`src/hidv_pkg.sv`:
```
// ----------------------------------------------------------------------------
// hidv_pkg
// Shared types, constants and helper functions for the health identifier
// validator.
// ----------------------------------------------------------------------------
`default_nettype none

package hidv_pkg;

  localparam int unsigned QueueDepth = 2;

  localparam logic [3:0] RecordLen  = 4'd10;
  localparam logic [3:0] CountMax   = 4'd15;
  localparam logic [3:0] DateDigits = 4'd6;
  localparam logic [3:0] SumDigits  = 4'd9;

  // Result codes.
  localparam logic [2:0] StatusValid    = 3'd0;
  localparam logic [2:0] StatusMissing  = 3'd1;
  localparam logic [2:0] StatusBlank    = 3'd2;
  localparam logic [2:0] StatusTooFew   = 3'd3;
  localparam logic [2:0] StatusTooMany  = 3'd4;
  localparam logic [2:0] StatusBadChar  = 3'd5;
  localparam logic [2:0] StatusBadDate  = 3'd6;
  localparam logic [2:0] StatusBadCheck = 3'd7;

  // Configuration register indexes.
  localparam logic CfgIdxMod11 = 1'b0;
  localparam logic CfgIdxMod10 = 1'b1;

  typedef enum logic [1:0] {
    KIND_CHAR,
    KIND_MISSING,
    KIND_BLANK
  } kind_e;

  typedef struct packed {
    kind_e      kind;
    logic       last;
    logic       bad;
    logic [3:0] digit;
  } item_t;

  typedef struct packed {
    logic mod11_en;
    logic mod10_en;
  } cfg_t;

  // Days in a month, month given as 1 to 12.
  function automatic logic [4:0] month_days(logic [3:0] month);
    logic [4:0] days;
    case (month)
      4'd2:    days = 5'd28;
      4'd4:    days = 5'd30;
      4'd6:    days = 5'd30;
      4'd9:    days = 5'd30;
      4'd11:   days = 5'd30;
      default: days = 5'd31;
    endcase
    return days;
  endfunction

  // Remainder by 11 of a value below 128, by shifted compare and subtract.
  function automatic logic [3:0] mod11(logic [6:0] val);
    logic [6:0] r;
    r = val;
    if (r >= 7'd88) r = r - 7'd88;
    if (r >= 7'd44) r = r - 7'd44;
    if (r >= 7'd22) r = r - 7'd22;
    if (r >= 7'd11) r = r - 7'd11;
    return r[3:0];
  endfunction

  // Two-digit decimal value of a digit pair.
  function automatic logic [6:0] two_digit(logic [3:0] hi, logic [3:0] lo);
    return {hi, 3'b000} + {2'b00, hi, 1'b0} + {3'b000, lo};
  endfunction

endpackage

`default_nettype wire

```
`src/hidv_if.sv`:
```
// ----------------------------------------------------------------------------
// hidv_if
// Valid/ready channel interfaces for character input and status output.
// ----------------------------------------------------------------------------
`default_nettype none

interface hidv_in_if;
  logic       valid;
  logic       ready;
  logic [7:0] char_code;
  logic       last_char;
  logic       blank_record;
  logic       missing_record;

  modport source (
    output valid, char_code, last_char, blank_record, missing_record,
    input  ready
  );
  modport sink (
    input  valid, char_code, last_char, blank_record, missing_record,
    output ready
  );
endinterface

interface hidv_out_if;
  logic       valid;
  logic       ready;
  logic [2:0] status;

  modport source (output valid, status, input ready);
  modport sink (input valid, status, output ready);
endinterface

`default_nettype wire

```
`src/hidv_front.sv`:
```
// ----------------------------------------------------------------------------
// hidv_front
// Accepts input transactions and classifies each one into a compact item.
// ----------------------------------------------------------------------------
`default_nettype none

module hidv_front
  import hidv_pkg::*;
(
  hidv_in_if.sink in_ch,
  input  logic    full_i,
  output logic    push_o,
  output item_t   item_o
);

  logic is_digit;

  assign in_ch.ready = ~full_i;
  assign push_o      = in_ch.valid & ~full_i;

  assign is_digit = (in_ch.char_code >= 8'h30) && (in_ch.char_code <= 8'h39);

  always_comb begin
    item_o.last  = in_ch.last_char;
    item_o.bad   = ~is_digit;
    item_o.digit = is_digit ? in_ch.char_code[3:0] : 4'd0;
    // Missing takes priority over blank.
    if (in_ch.missing_record) begin
      item_o.kind = KIND_MISSING;
    end else if (in_ch.blank_record) begin
      item_o.kind = KIND_BLANK;
    end else begin
      item_o.kind = KIND_CHAR;
    end
  end

endmodule

`default_nettype wire

```
`src/hidv_queue.sv`:
```
// ----------------------------------------------------------------------------
// hidv_queue
// Small FIFO of classified items between the front and back parts.
// ----------------------------------------------------------------------------
`default_nettype none

module hidv_queue
  import hidv_pkg::*;
#(
  parameter int unsigned DEPTH = QueueDepth
) (
  input  logic  clk_i,
  input  logic  rst_ni,
  input  logic  push_i,
  input  item_t push_item_i,
  output logic  full_o,
  input  logic  pop_i,
  output logic  head_valid_o,
  output item_t head_item_o
);

  localparam int unsigned PtrW = (DEPTH > 1) ? $clog2(DEPTH) : 1;
  localparam int unsigned CntW = $clog2(DEPTH + 1);

  item_t            mem_q [DEPTH];
  logic [PtrW-1:0]  wr_ptr_q, wr_ptr_d;
  logic [PtrW-1:0]  rd_ptr_q, rd_ptr_d;
  logic [CntW-1:0]  cnt_q, cnt_d;

  function automatic logic [PtrW-1:0] next_ptr(logic [PtrW-1:0] ptr);
    return (ptr == PtrW'(DEPTH - 1)) ? '0 : ptr + 1'b1;
  endfunction

  assign full_o       = (cnt_q == CntW'(DEPTH));
  assign head_valid_o = (cnt_q != '0);
  assign head_item_o  = mem_q[rd_ptr_q];

  always_comb begin
    wr_ptr_d = push_i ? next_ptr(wr_ptr_q) : wr_ptr_q;
    rd_ptr_d = pop_i ? next_ptr(rd_ptr_q) : rd_ptr_q;
    cnt_d    = cnt_q;
    if (push_i && !pop_i) begin
      cnt_d = cnt_q + 1'b1;
    end else if (!push_i && pop_i) begin
      cnt_d = cnt_q - 1'b1;
    end
  end

  always_ff @(posedge clk_i or negedge rst_ni) begin
    if (!rst_ni) begin
      wr_ptr_q <= '0;
      rd_ptr_q <= '0;
      cnt_q    <= '0;
    end else begin
      wr_ptr_q <= wr_ptr_d;
      rd_ptr_q <= rd_ptr_d;
      cnt_q    <= cnt_d;
    end
  end

  always_ff @(posedge clk_i) begin
    if (push_i) begin
      mem_q[wr_ptr_q] <= push_item_i;
    end
  end

endmodule

`default_nettype wire

```
`src/hidv_back.sv`:
```
// ----------------------------------------------------------------------------
// hidv_back
// Consumes classified items, keeps the per-record sums and date digits, and
// registers one status per record on the output channel.
// ----------------------------------------------------------------------------
`default_nettype none

module hidv_back
  import hidv_pkg::*;
(
  input  logic        clk_i,
  input  logic        rst_ni,
  input  cfg_t        cfg_i,
  input  logic        head_valid_i,
  input  item_t       head_item_i,
  output logic        pop_o,
  hidv_out_if.source  out_ch
);

  logic [3:0] count_q, count_d;
  logic       bad_q, bad_d;
  logic [3:0] wsum_q, wsum_d;
  logic [3:0] lsum_q, lsum_d;
  logic [3:0] date_q [6];
  logic       out_valid_q, out_valid_d;
  logic [2:0] status_q, status_d;

  logic       needs_out;
  logic [3:0] count_inc;
  logic       bad_all;
  logic [3:0] weight;
  logic [6:0] wprod;
  logic [6:0] wsum_raw;
  logic [4:0] dbl;
  logic [4:0] lterm;
  logic [4:0] lsum_raw;
  logic [6:0] day;
  logic [6:0] month;
  logic [1:0] yy_mod4;
  logic [4:0] day_lim;
  logic       date_ok;
  logic [3:0] c11;
  logic [3:0] c10;
  logic       check_ok;
  logic [2:0] final_status;

  assign needs_out = (head_item_i.kind != KIND_CHAR) || head_item_i.last;
  assign pop_o     = head_valid_i && (!needs_out || !out_valid_q || out_ch.ready);

  assign count_inc = (count_q == CountMax) ? CountMax : count_q + 1'b1;
  assign bad_all   = bad_q | head_item_i.bad;

  // Mod-11 weights run from 10 down to 2 over the first nine digits.
  assign weight   = RecordLen - count_q;
  assign wprod    = 7'(head_item_i.digit * weight);
  assign wsum_raw = {3'b000, wsum_q} + wprod;

  // Luhn doubles digits at even positions.
  assign dbl      = {head_item_i.digit, 1'b0};
  assign lterm    = count_q[0] ? {1'b0, head_item_i.digit}
                  : ((dbl > 5'd9) ? dbl - 5'd9 : dbl);
  assign lsum_raw = {1'b0, lsum_q} + lterm;

  // Date check over the stored DDMMYY digits.
  assign day     = two_digit(date_q[0], date_q[1]);
  assign month   = two_digit(date_q[2], date_q[3]);
  assign yy_mod4 = date_q[5][1:0] + {date_q[4][0], 1'b0};

  always_comb begin
    day_lim = month_days(month[3:0]);
    if (month == 7'd2 && yy_mod4 == 2'd0) begin
      day_lim = 5'd29;
    end
    date_ok = (month >= 7'd1) && (month <= 7'd12) &&
              (day >= 7'd1) && (day <= {2'b00, day_lim});
  end

  assign c11 = (wsum_q == 4'd0) ? 4'd0 : 4'd11 - wsum_q;
  assign c10 = (lsum_q == 4'd0) ? 4'd0 : 4'd10 - lsum_q;
  assign check_ok = (cfg_i.mod11_en && c11 == head_item_i.digit) ||
                    (cfg_i.mod10_en && c10 == head_item_i.digit);

  always_comb begin
    case (head_item_i.kind)
      KIND_MISSING: final_status = StatusMissing;
      KIND_BLANK:   final_status = StatusBlank;
      default: begin
        if (count_inc < RecordLen) begin
          final_status = StatusTooFew;
        end else if (count_inc > RecordLen) begin
          final_status = StatusTooMany;
        end else if (bad_all) begin
          final_status = StatusBadChar;
        end else if (!date_ok) begin
          final_status = StatusBadDate;
        end else if (check_ok) begin
          final_status = StatusValid;
        end else begin
          final_status = StatusBadCheck;
        end
      end
    endcase
  end

  always_comb begin
    count_d     = count_q;
    bad_d       = bad_q;
    wsum_d      = wsum_q;
    lsum_d      = lsum_q;
    out_valid_d = out_valid_q;
    status_d    = status_q;
    if (out_ch.ready) begin
      out_valid_d = 1'b0;
    end
    if (pop_o) begin
      if (needs_out) begin
        // Record ends here: report and start a fresh record.
        out_valid_d = 1'b1;
        status_d    = final_status;
        count_d     = '0;
        bad_d       = 1'b0;
        wsum_d      = '0;
        lsum_d      = '0;
      end else begin
        count_d = count_inc;
        bad_d   = bad_all;
        if (count_q < SumDigits) begin
          wsum_d = mod11(wsum_raw);
          lsum_d = (lsum_raw >= 5'd10) ? 4'(lsum_raw - 5'd10) : lsum_raw[3:0];
        end
      end
    end
  end

  always_ff @(posedge clk_i or negedge rst_ni) begin
    if (!rst_ni) begin
      count_q     <= '0;
      bad_q       <= 1'b0;
      wsum_q      <= '0;
      lsum_q      <= '0;
      out_valid_q <= 1'b0;
    end else begin
      count_q     <= count_d;
      bad_q       <= bad_d;
      wsum_q      <= wsum_d;
      lsum_q      <= lsum_d;
      out_valid_q <= out_valid_d;
    end
  end

  always_ff @(posedge clk_i) begin
    status_q <= status_d;
    if (pop_o && head_item_i.kind == KIND_CHAR && count_q < DateDigits) begin
      date_q[count_q[2:0]] <= head_item_i.digit;
    end
  end

  assign out_ch.valid  = out_valid_q;
  assign out_ch.status = status_q;

endmodule

`default_nettype wire

```
`src/health_id_validator.sv`:
```
// ----------------------------------------------------------------------------
// health_id_validator
// Checks ten-digit health identifiers (DDMMYY date, check digit) that arrive
// one character per transaction.
// ----------------------------------------------------------------------------
// Usage:
//   in_ch carries one character per transaction; last_char closes a record.
//   A transaction flagged missing_record or blank_record is a whole record on
//   its own and its other fields are ignored.
//   out_ch carries one status per record: 0 valid, 1 missing, 2 blank,
//   3 too few, 4 too many, 5 bad character, 6 bad date, 7 bad checksum.
//   The cfg_* port writes the two checksum enables; write only while idle.
// Timing:
//   One character per cycle sustained while out_ch accepts. A record's status
//   passes through its queue entry and then the status register on out_ch.
//   A queue of QUEUE_DEPTH items sits between the input decode and the
//   accumulating back end, which retires one item per cycle unless stalled.
// Reset:
//   Both checksum enables come up set, the queue is empty and no status is
//   pending. When out_ch stalls, the status register holds, the queue fills
//   and in_ch.ready drops once it is full.
// ----------------------------------------------------------------------------
`default_nettype none

module health_id_validator
  import hidv_pkg::*;
#(
  parameter int unsigned QUEUE_DEPTH = QueueDepth
) (
  input  logic        clk_i,
  input  logic        rst_ni,
  hidv_in_if.sink     in_ch,
  hidv_out_if.source  out_ch,
  input  logic        cfg_we_i,
  input  logic        cfg_idx_i,
  input  logic        cfg_wdata_i
);

  cfg_t  cfg_q;
  logic  push;
  item_t push_item;
  logic  full;
  logic  pop;
  logic  head_valid;
  item_t head_item;

  always_ff @(posedge clk_i or negedge rst_ni) begin
    if (!rst_ni) begin
      cfg_q.mod11_en <= 1'b1;
      cfg_q.mod10_en <= 1'b1;
    end else if (cfg_we_i) begin
      case (cfg_idx_i)
        CfgIdxMod11: cfg_q.mod11_en <= cfg_wdata_i;
        CfgIdxMod10: cfg_q.mod10_en <= cfg_wdata_i;
        default:     cfg_q          <= cfg_q;
      endcase
    end
  end

  hidv_front u_front (
    .in_ch  (in_ch),
    .full_i (full),
    .push_o (push),
    .item_o (push_item)
  );

  hidv_queue #(
    .DEPTH (QUEUE_DEPTH)
  ) u_queue (
    .clk_i        (clk_i),
    .rst_ni       (rst_ni),
    .push_i       (push),
    .push_item_i  (push_item),
    .full_o       (full),
    .pop_i        (pop),
    .head_valid_o (head_valid),
    .head_item_o  (head_item)
  );

  hidv_back u_back (
    .clk_i        (clk_i),
    .rst_ni       (rst_ni),
    .cfg_i        (cfg_q),
    .head_valid_i (head_valid),
    .head_item_i  (head_item),
    .pop_o        (pop),
    .out_ch       (out_ch)
  );

endmodule

`default_nettype wire

```
`src/flat_wrapper.sv`:
```
// flat-port wrapper written by rule: the top's interface ports become plain ports
module health_id_validator_flat import hidv_pkg::*;
#(
  parameter int unsigned QUEUE_DEPTH = QueueDepth
)
  (clk_i, rst_ni, cfg_we_i, cfg_idx_i, cfg_wdata_i, in_ch_valid, in_ch_char_code, in_ch_last_char, in_ch_blank_record, in_ch_missing_record, in_ch_ready, out_ch_valid, out_ch_status, out_ch_ready);
  hidv_in_if in_ch_i ();
  hidv_out_if out_ch_i ();
  input  logic clk_i;
  input  logic rst_ni;
  input  logic cfg_we_i;
  input  logic cfg_idx_i;
  input  logic cfg_wdata_i;
  input wire logic [$bits(in_ch_i.valid)-1:0] in_ch_valid;
  input wire logic [$bits(in_ch_i.char_code)-1:0] in_ch_char_code;
  input wire logic [$bits(in_ch_i.last_char)-1:0] in_ch_last_char;
  input wire logic [$bits(in_ch_i.blank_record)-1:0] in_ch_blank_record;
  input wire logic [$bits(in_ch_i.missing_record)-1:0] in_ch_missing_record;
  output wire logic [$bits(in_ch_i.ready)-1:0] in_ch_ready;
  output wire logic [$bits(out_ch_i.valid)-1:0] out_ch_valid;
  output wire logic [$bits(out_ch_i.status)-1:0] out_ch_status;
  input wire logic [$bits(out_ch_i.ready)-1:0] out_ch_ready;
  assign in_ch_i.valid = in_ch_valid;
  assign in_ch_i.char_code = in_ch_char_code;
  assign in_ch_i.last_char = in_ch_last_char;
  assign in_ch_i.blank_record = in_ch_blank_record;
  assign in_ch_i.missing_record = in_ch_missing_record;
  assign in_ch_ready = in_ch_i.ready;
  assign out_ch_valid = out_ch_i.valid;
  assign out_ch_status = out_ch_i.status;
  assign out_ch_i.ready = out_ch_ready;
  health_id_validator #(.QUEUE_DEPTH(QUEUE_DEPTH)) u_core (.clk_i(clk_i), .rst_ni(rst_ni), .in_ch(in_ch_i), .out_ch(out_ch_i), .cfg_we_i(cfg_we_i), .cfg_idx_i(cfg_idx_i), .cfg_wdata_i(cfg_wdata_i));
endmodule
```
`config.mk`:
```
export PLATFORM = sky130hd
export DESIGN_NAME = health_id_validator_flat
export DESIGN_NICKNAME = d
export VERILOG_FILES = /design/src/hidv_pkg.sv /design/src/hidv_if.sv /design/src/hidv_front.sv /design/src/hidv_queue.sv /design/src/hidv_back.sv /design/src/health_id_validator.sv /design/src/flat_wrapper.sv
export SDC_FILE = /design/constraint.sdc
export NUM_CORES = 1
export LEC_CHECK = 0
export BUFFER_PORTS_ARGS = -buffer_cell sky130_fd_sc_hd__clkbuf_2
export CAP_MARGIN = 20
export CORE_ASPECT_RATIO = 0.7
export CORE_UTILIZATION = 30
export CTS_BUF_LIST = sky130_fd_sc_hd__clkbuf_8 sky130_fd_sc_hd__clkbuf_16
export DETAILED_ROUTE_END_ITERATION = 10
export MAX_ROUTING_LAYER = met4
export PLACE_DENSITY = 0.51
export SLEW_MARGIN = 20
export SYNTH_ARGS = -nofsm -noshare
export SYNTH_HDL_FRONTEND = slang
export SYNTH_SLANG_ARGS = --single-unit
```
`constraint.sdc`:
```
create_clock -name clk_i -period 8.55 [get_ports clk_i]
set_clock_uncertainty 0.05 [all_clocks]
set_input_delay 1.71 -clock clk_i [delete_from_list [all_inputs] [get_ports clk_i]]
set_output_delay 1.71 -clock clk_i [all_outputs]
set_load 0.02 [all_outputs]
```
==> key figures <==
Routing
  • DRT Pass-1 Iters: 5
  • DR iter-0 viols: 287
  • DR vias/cell: 5.074
  • Routed Antenna Nets: 0
  • Drt wl/cell: 14.39 microns
  • Residual DRC count: 0
  • Final WL: 10,690 microns
  • Vias: 3,770

Layout
  • Share of layout cells above drive strength 1: 12.89%
  • Area delta synth->final: 14.07%
  • Antenna Cells: 0
  • Final net count: 616
  • Area of the multi-input gates: 2975 sq um
  • Fillers: 1,562
  • Reg area: 1644 sq um

STA
  • FMAX: 0.1265 GHz
  • Setup TNS: 0 ns
  • Hold Fails Final Rpt: 0
  • Slew Viols, Final: 0
  • Final period demand of the worst path: 7.906 ns
  • Final worst-path cycle share: 92.46%
  • # setup viols final: 0
  • Max_slew headroom: 38.12%
  • RSZ-0062 raised after global routing: no
  • Worst-Margin Slew: 0.9137 ns

CTS
  • CTS sink count: 58
  • Clock Path Buffers: 2
  • Root Driver: clkbuf_16
  • Post-CTS setup buffers: 0
  • Clock latency at the later pin of the worst-skew pair: 0.33 ns
  • Cts repair resizes: 0
  • Num CTS Buffers: 9
  • H-tree levels: 3
  • Hold Buf Count CTS: 0
  • Reg clk slew, reported paths: 0.05 ns
  • CTS tree: done

Hold path
  • Critical hold path startpoint: u_core.u_queue.wr_ptr_q$_DFFE_PN0P_
  • Min-delay worst type: reg -> reg
  • Worst Hold Depth: 1
  • Hold endpoint: u_core.u_queue.wr_ptr_q$_DFFE_PN0P_

Synth
  • Post-Synth Simple-Gate Area: 15.43%
  • Post-Syn Instances: 505
  • Ys flop type: edfxtp_1
  • Mapped cell area: 4882 sq um
  • Syn Nets: 583
  • XOR/XNOR share of the synthesized area: 6.894%
  • Main combinational cell family by area after synthesis: compound AO/OA/AOI/OAI gates
  • Post-synthesis mux area share: 3.614%
  • Synth Warn #: 0
  • Syn_area_per_cell: 9.668 sq um
  • Synth Area in Compound Gates: 17.94%
  • Post-Synth Adder-Cell Area: 17.07%
  • Register area share after synthesis: 33.68%
  • EDFF count, synth: 38
  • Yosys cell types: 78
  • Ys async rst share: 34.48%
  • #FFs+latches synth: 58

Critical path
  • Slowest stage delay, CP: 0.59 ns
  • Reg2reg end: u_core.u_back.wsum_q[0]$_DFFE_PN0P_
  • Reg2reg setup slack: 0.64 ns
  • CP endpoint kind: flip-flop
  • R2R Path Start: u_core.u_back.count_q[1]$_DFFE_PN0P_
  • Req. time, crit path: 8.71 ns
  • CP Data Arrival Time: 8.07 ns
  • WS Path Type: reg -> reg
  • Depth of the worst register-to-register path: 29
  • WP buf/inv: 5
  • CP max FO: 11
  • Worst setup SP type: flip-flop
  • Crit-path slowest cell: dfrtp_1
  • Worst path top cell family by delay: adder cells

Global routing
  • GR Util All Layers: 14.03%
  • Remaining Overflow, GRT: 0
  • First-pass GRT wire length: 18,060 microns
  • Vias in the first global route: 3,539
  • Largest net degree at the start of global routing: 21
  • Initial antenna violation count: 0

Placement
  • PortBufs: 22
  • HPWL Detailed: 8535 microns
  • Routability Congestion: 0.8349

Die
  • Die area: 16,800 sq um
  • Ports: 23
  • Core Region: 15,690 sq um
  • Die width: 154.5 microns
  • Row count: 38
  • Die height: 108.7 microns
  • Initial core utilization: 31.12%

Run status
  • Run status: completed

Run
  • Max-Cap Viols: 0
## cell type report
class                   count  share of cell area [%]
clock buffers              10                   4.291
repair buffers             30                   3.055
clock inverters             6                   1.460
multi-input cells         384                   53.43
inverters                  55                   3.752
well taps                 200                   4.493
flip-flops and latches     58                   29.52
## layout by cell type, fill, tap and decap left out, drive strengths merged, types with 4 or more instances in the layout
cell type,Yosys,layout
nand2,37,37
edfxtp,38,38
dfrtp,18,18
nand2b,8,8
xnor2,21,21
and2,10,10
nor4b,5,5
mux2i,13,13
xor2,11,11
clkbuf,3,32
ha,49,49
fa,11,11
o22a,4,4
nor2,42,42
nor2b,6,6
nand3,7,7
o21bai,4,4
a21o,8,8
nor3,15,15
a22o,5,5
o21ai,29,29
nand3b,4,4
a21oi,33,33
buf,5,8
inv,54,55
and3,5,5
a211oi,5,5
## worst register-to-register path, delay by kind of cell (launching register included)
family | cells | cell delay (ns)
compound gates | 10 | 2.42
xor+xnor | 1 | 0.21
mux | 1 | 0.20
fa+ha+maj | 8 | 3.00
buf+inv | 5 | 0.53
flops | 1 | 0.59
simple gates | 4 | 0.79
## routing by layer
metal | track usage (%) | wire length (microns)
met1 | 20.90 | 5870
met2 | 18.94 | 4234
met4 | 2.758 | 75
met5 | - | 0
met3 | 3.299 | 512
## cell families after synthesis
kind of cell	after synthesis
buffers and inverters	63
multiplexers	16
adder cells (fa/ha/maj)	60
AND/OR/NAND/NOR	150
AO/OA/AOI/OAI	124
XOR/XNOR	34
flip-flops	58
## registers in the layout (all words and copies together) (netlist names)
| register | flops |
|---|---|
| u_core.u_back.date_q | 19 |
| u_core.u_queue.mem_q | 16 |
| u_core.u_back.count_q | 4 |
| u_core.u_back.lsum_q | 4 |
| u_core.u_back.wsum_q | 4 |
| u_core.u_back.out_ch.status | 3 |
| u_core.cfg_q | 2 |
| u_core.u_queue.cnt_q | 2 |
| u_core.u_back.bad_q | 1 |
| u_core.u_back.out_ch.valid | 1 |
| u_core.u_queue.rd_ptr_q | 1 |
| u_core.u_queue.wr_ptr_q | 1 |
## cells in the mapped netlist (4+ instances only)
cell	count	area share, %
a211oi_1	4	0.62
a21o_1	8	1.2
a21oi_1	30	3.1
a22o_1	5	0.90
and2_1	10	1.3
and3_1	4	0.51
dfrtp_1	18	9.2
edfxtp_1	38	23
fa_1	11	4.5
ha_1	49	13
inv_1	52	4.0
mux2i_1	12	2.5
nand2_1	36	2.8
nand2b_1	8	1.0
nand3_1	7	0.72
nand3b_1	4	0.62
nor2_1	41	3.2
nor2b_1	5	0.64
nor3_1	15	1.5
nor4b_1	5	0.90
o21ai_0	27	2.8
o21bai_1	4	0.62
xnor2_1	21	3.8
xor2_1	10	1.8
## through the flow
| stage | setup WS, ns | utilization, % | area, sq um | hold slack, ns | cells |
|---|---|---|---|---|---|
| 6_report | 0.6445 | 35.49 | 5569 | 0.4399 | 743 |
| 5_1_grt | 0.1908 | 35.49 | 5569 | 0.4691 | 743 |
| 4_1_cts | 0.7518 | 35.49 | 5569 | 0.4413 | 743 |
| 3_5_place_dp | 0.7721 | 33.45 | 5249 | 0.4303 | 727 |
| 3_3_place_gp | 1.020 | 33.45 | 5249 | 0.4310 | 727 |
| 2_1_floorplan | 1.206 | - | 4882 | 0.4108 | 505 |
## how the worst max path moves through the flow
| stage | start | endpoint | slack, ns | depth (start not counted) |
|---|---|---|---|---|
| final | u_core.u_back.count_q[1]$_DFFE_PN0P_ | u_core.u_back.wsum_q[0]$_DFFE_PN0P_ | 0.64 | 29 |
| after global routing | u_core.u_back.count_q[1]$_DFFE_PN0P_ | u_core.u_back.wsum_q[0]$_DFFE_PN0P_ | 0.19 | 29 |
| after CTS | u_core.u_back.count_q[1]$_DFFE_PN0P_ | u_core.u_back.wsum_q[0]$_DFFE_PN0P_ | 0.75 | 29 |
| after floorplan | u_core.u_queue.rd_ptr_q$_DFFE_PN0P_ | u_core.u_back.wsum_q[0]$_DFFE_PN0P_ | 1.21 | 30 |
| after detailed placement | u_core.u_back.count_q[1]$_DFFE_PN0P_ | u_core.u_back.wsum_q[0]$_DFFE_PN0P_ | 0.77 | 29 |
| after global placement | u_core.u_back.count_q[1]$_DFFE_PN0P_ | u_core.u_back.wsum_q[0]$_DFFE_PN0P_ | 1.02 | 29 |
Power is left out: the tool's default activity adds up to more than one toggle a clock period on the data nets, which glitch-free logic cannot reach.
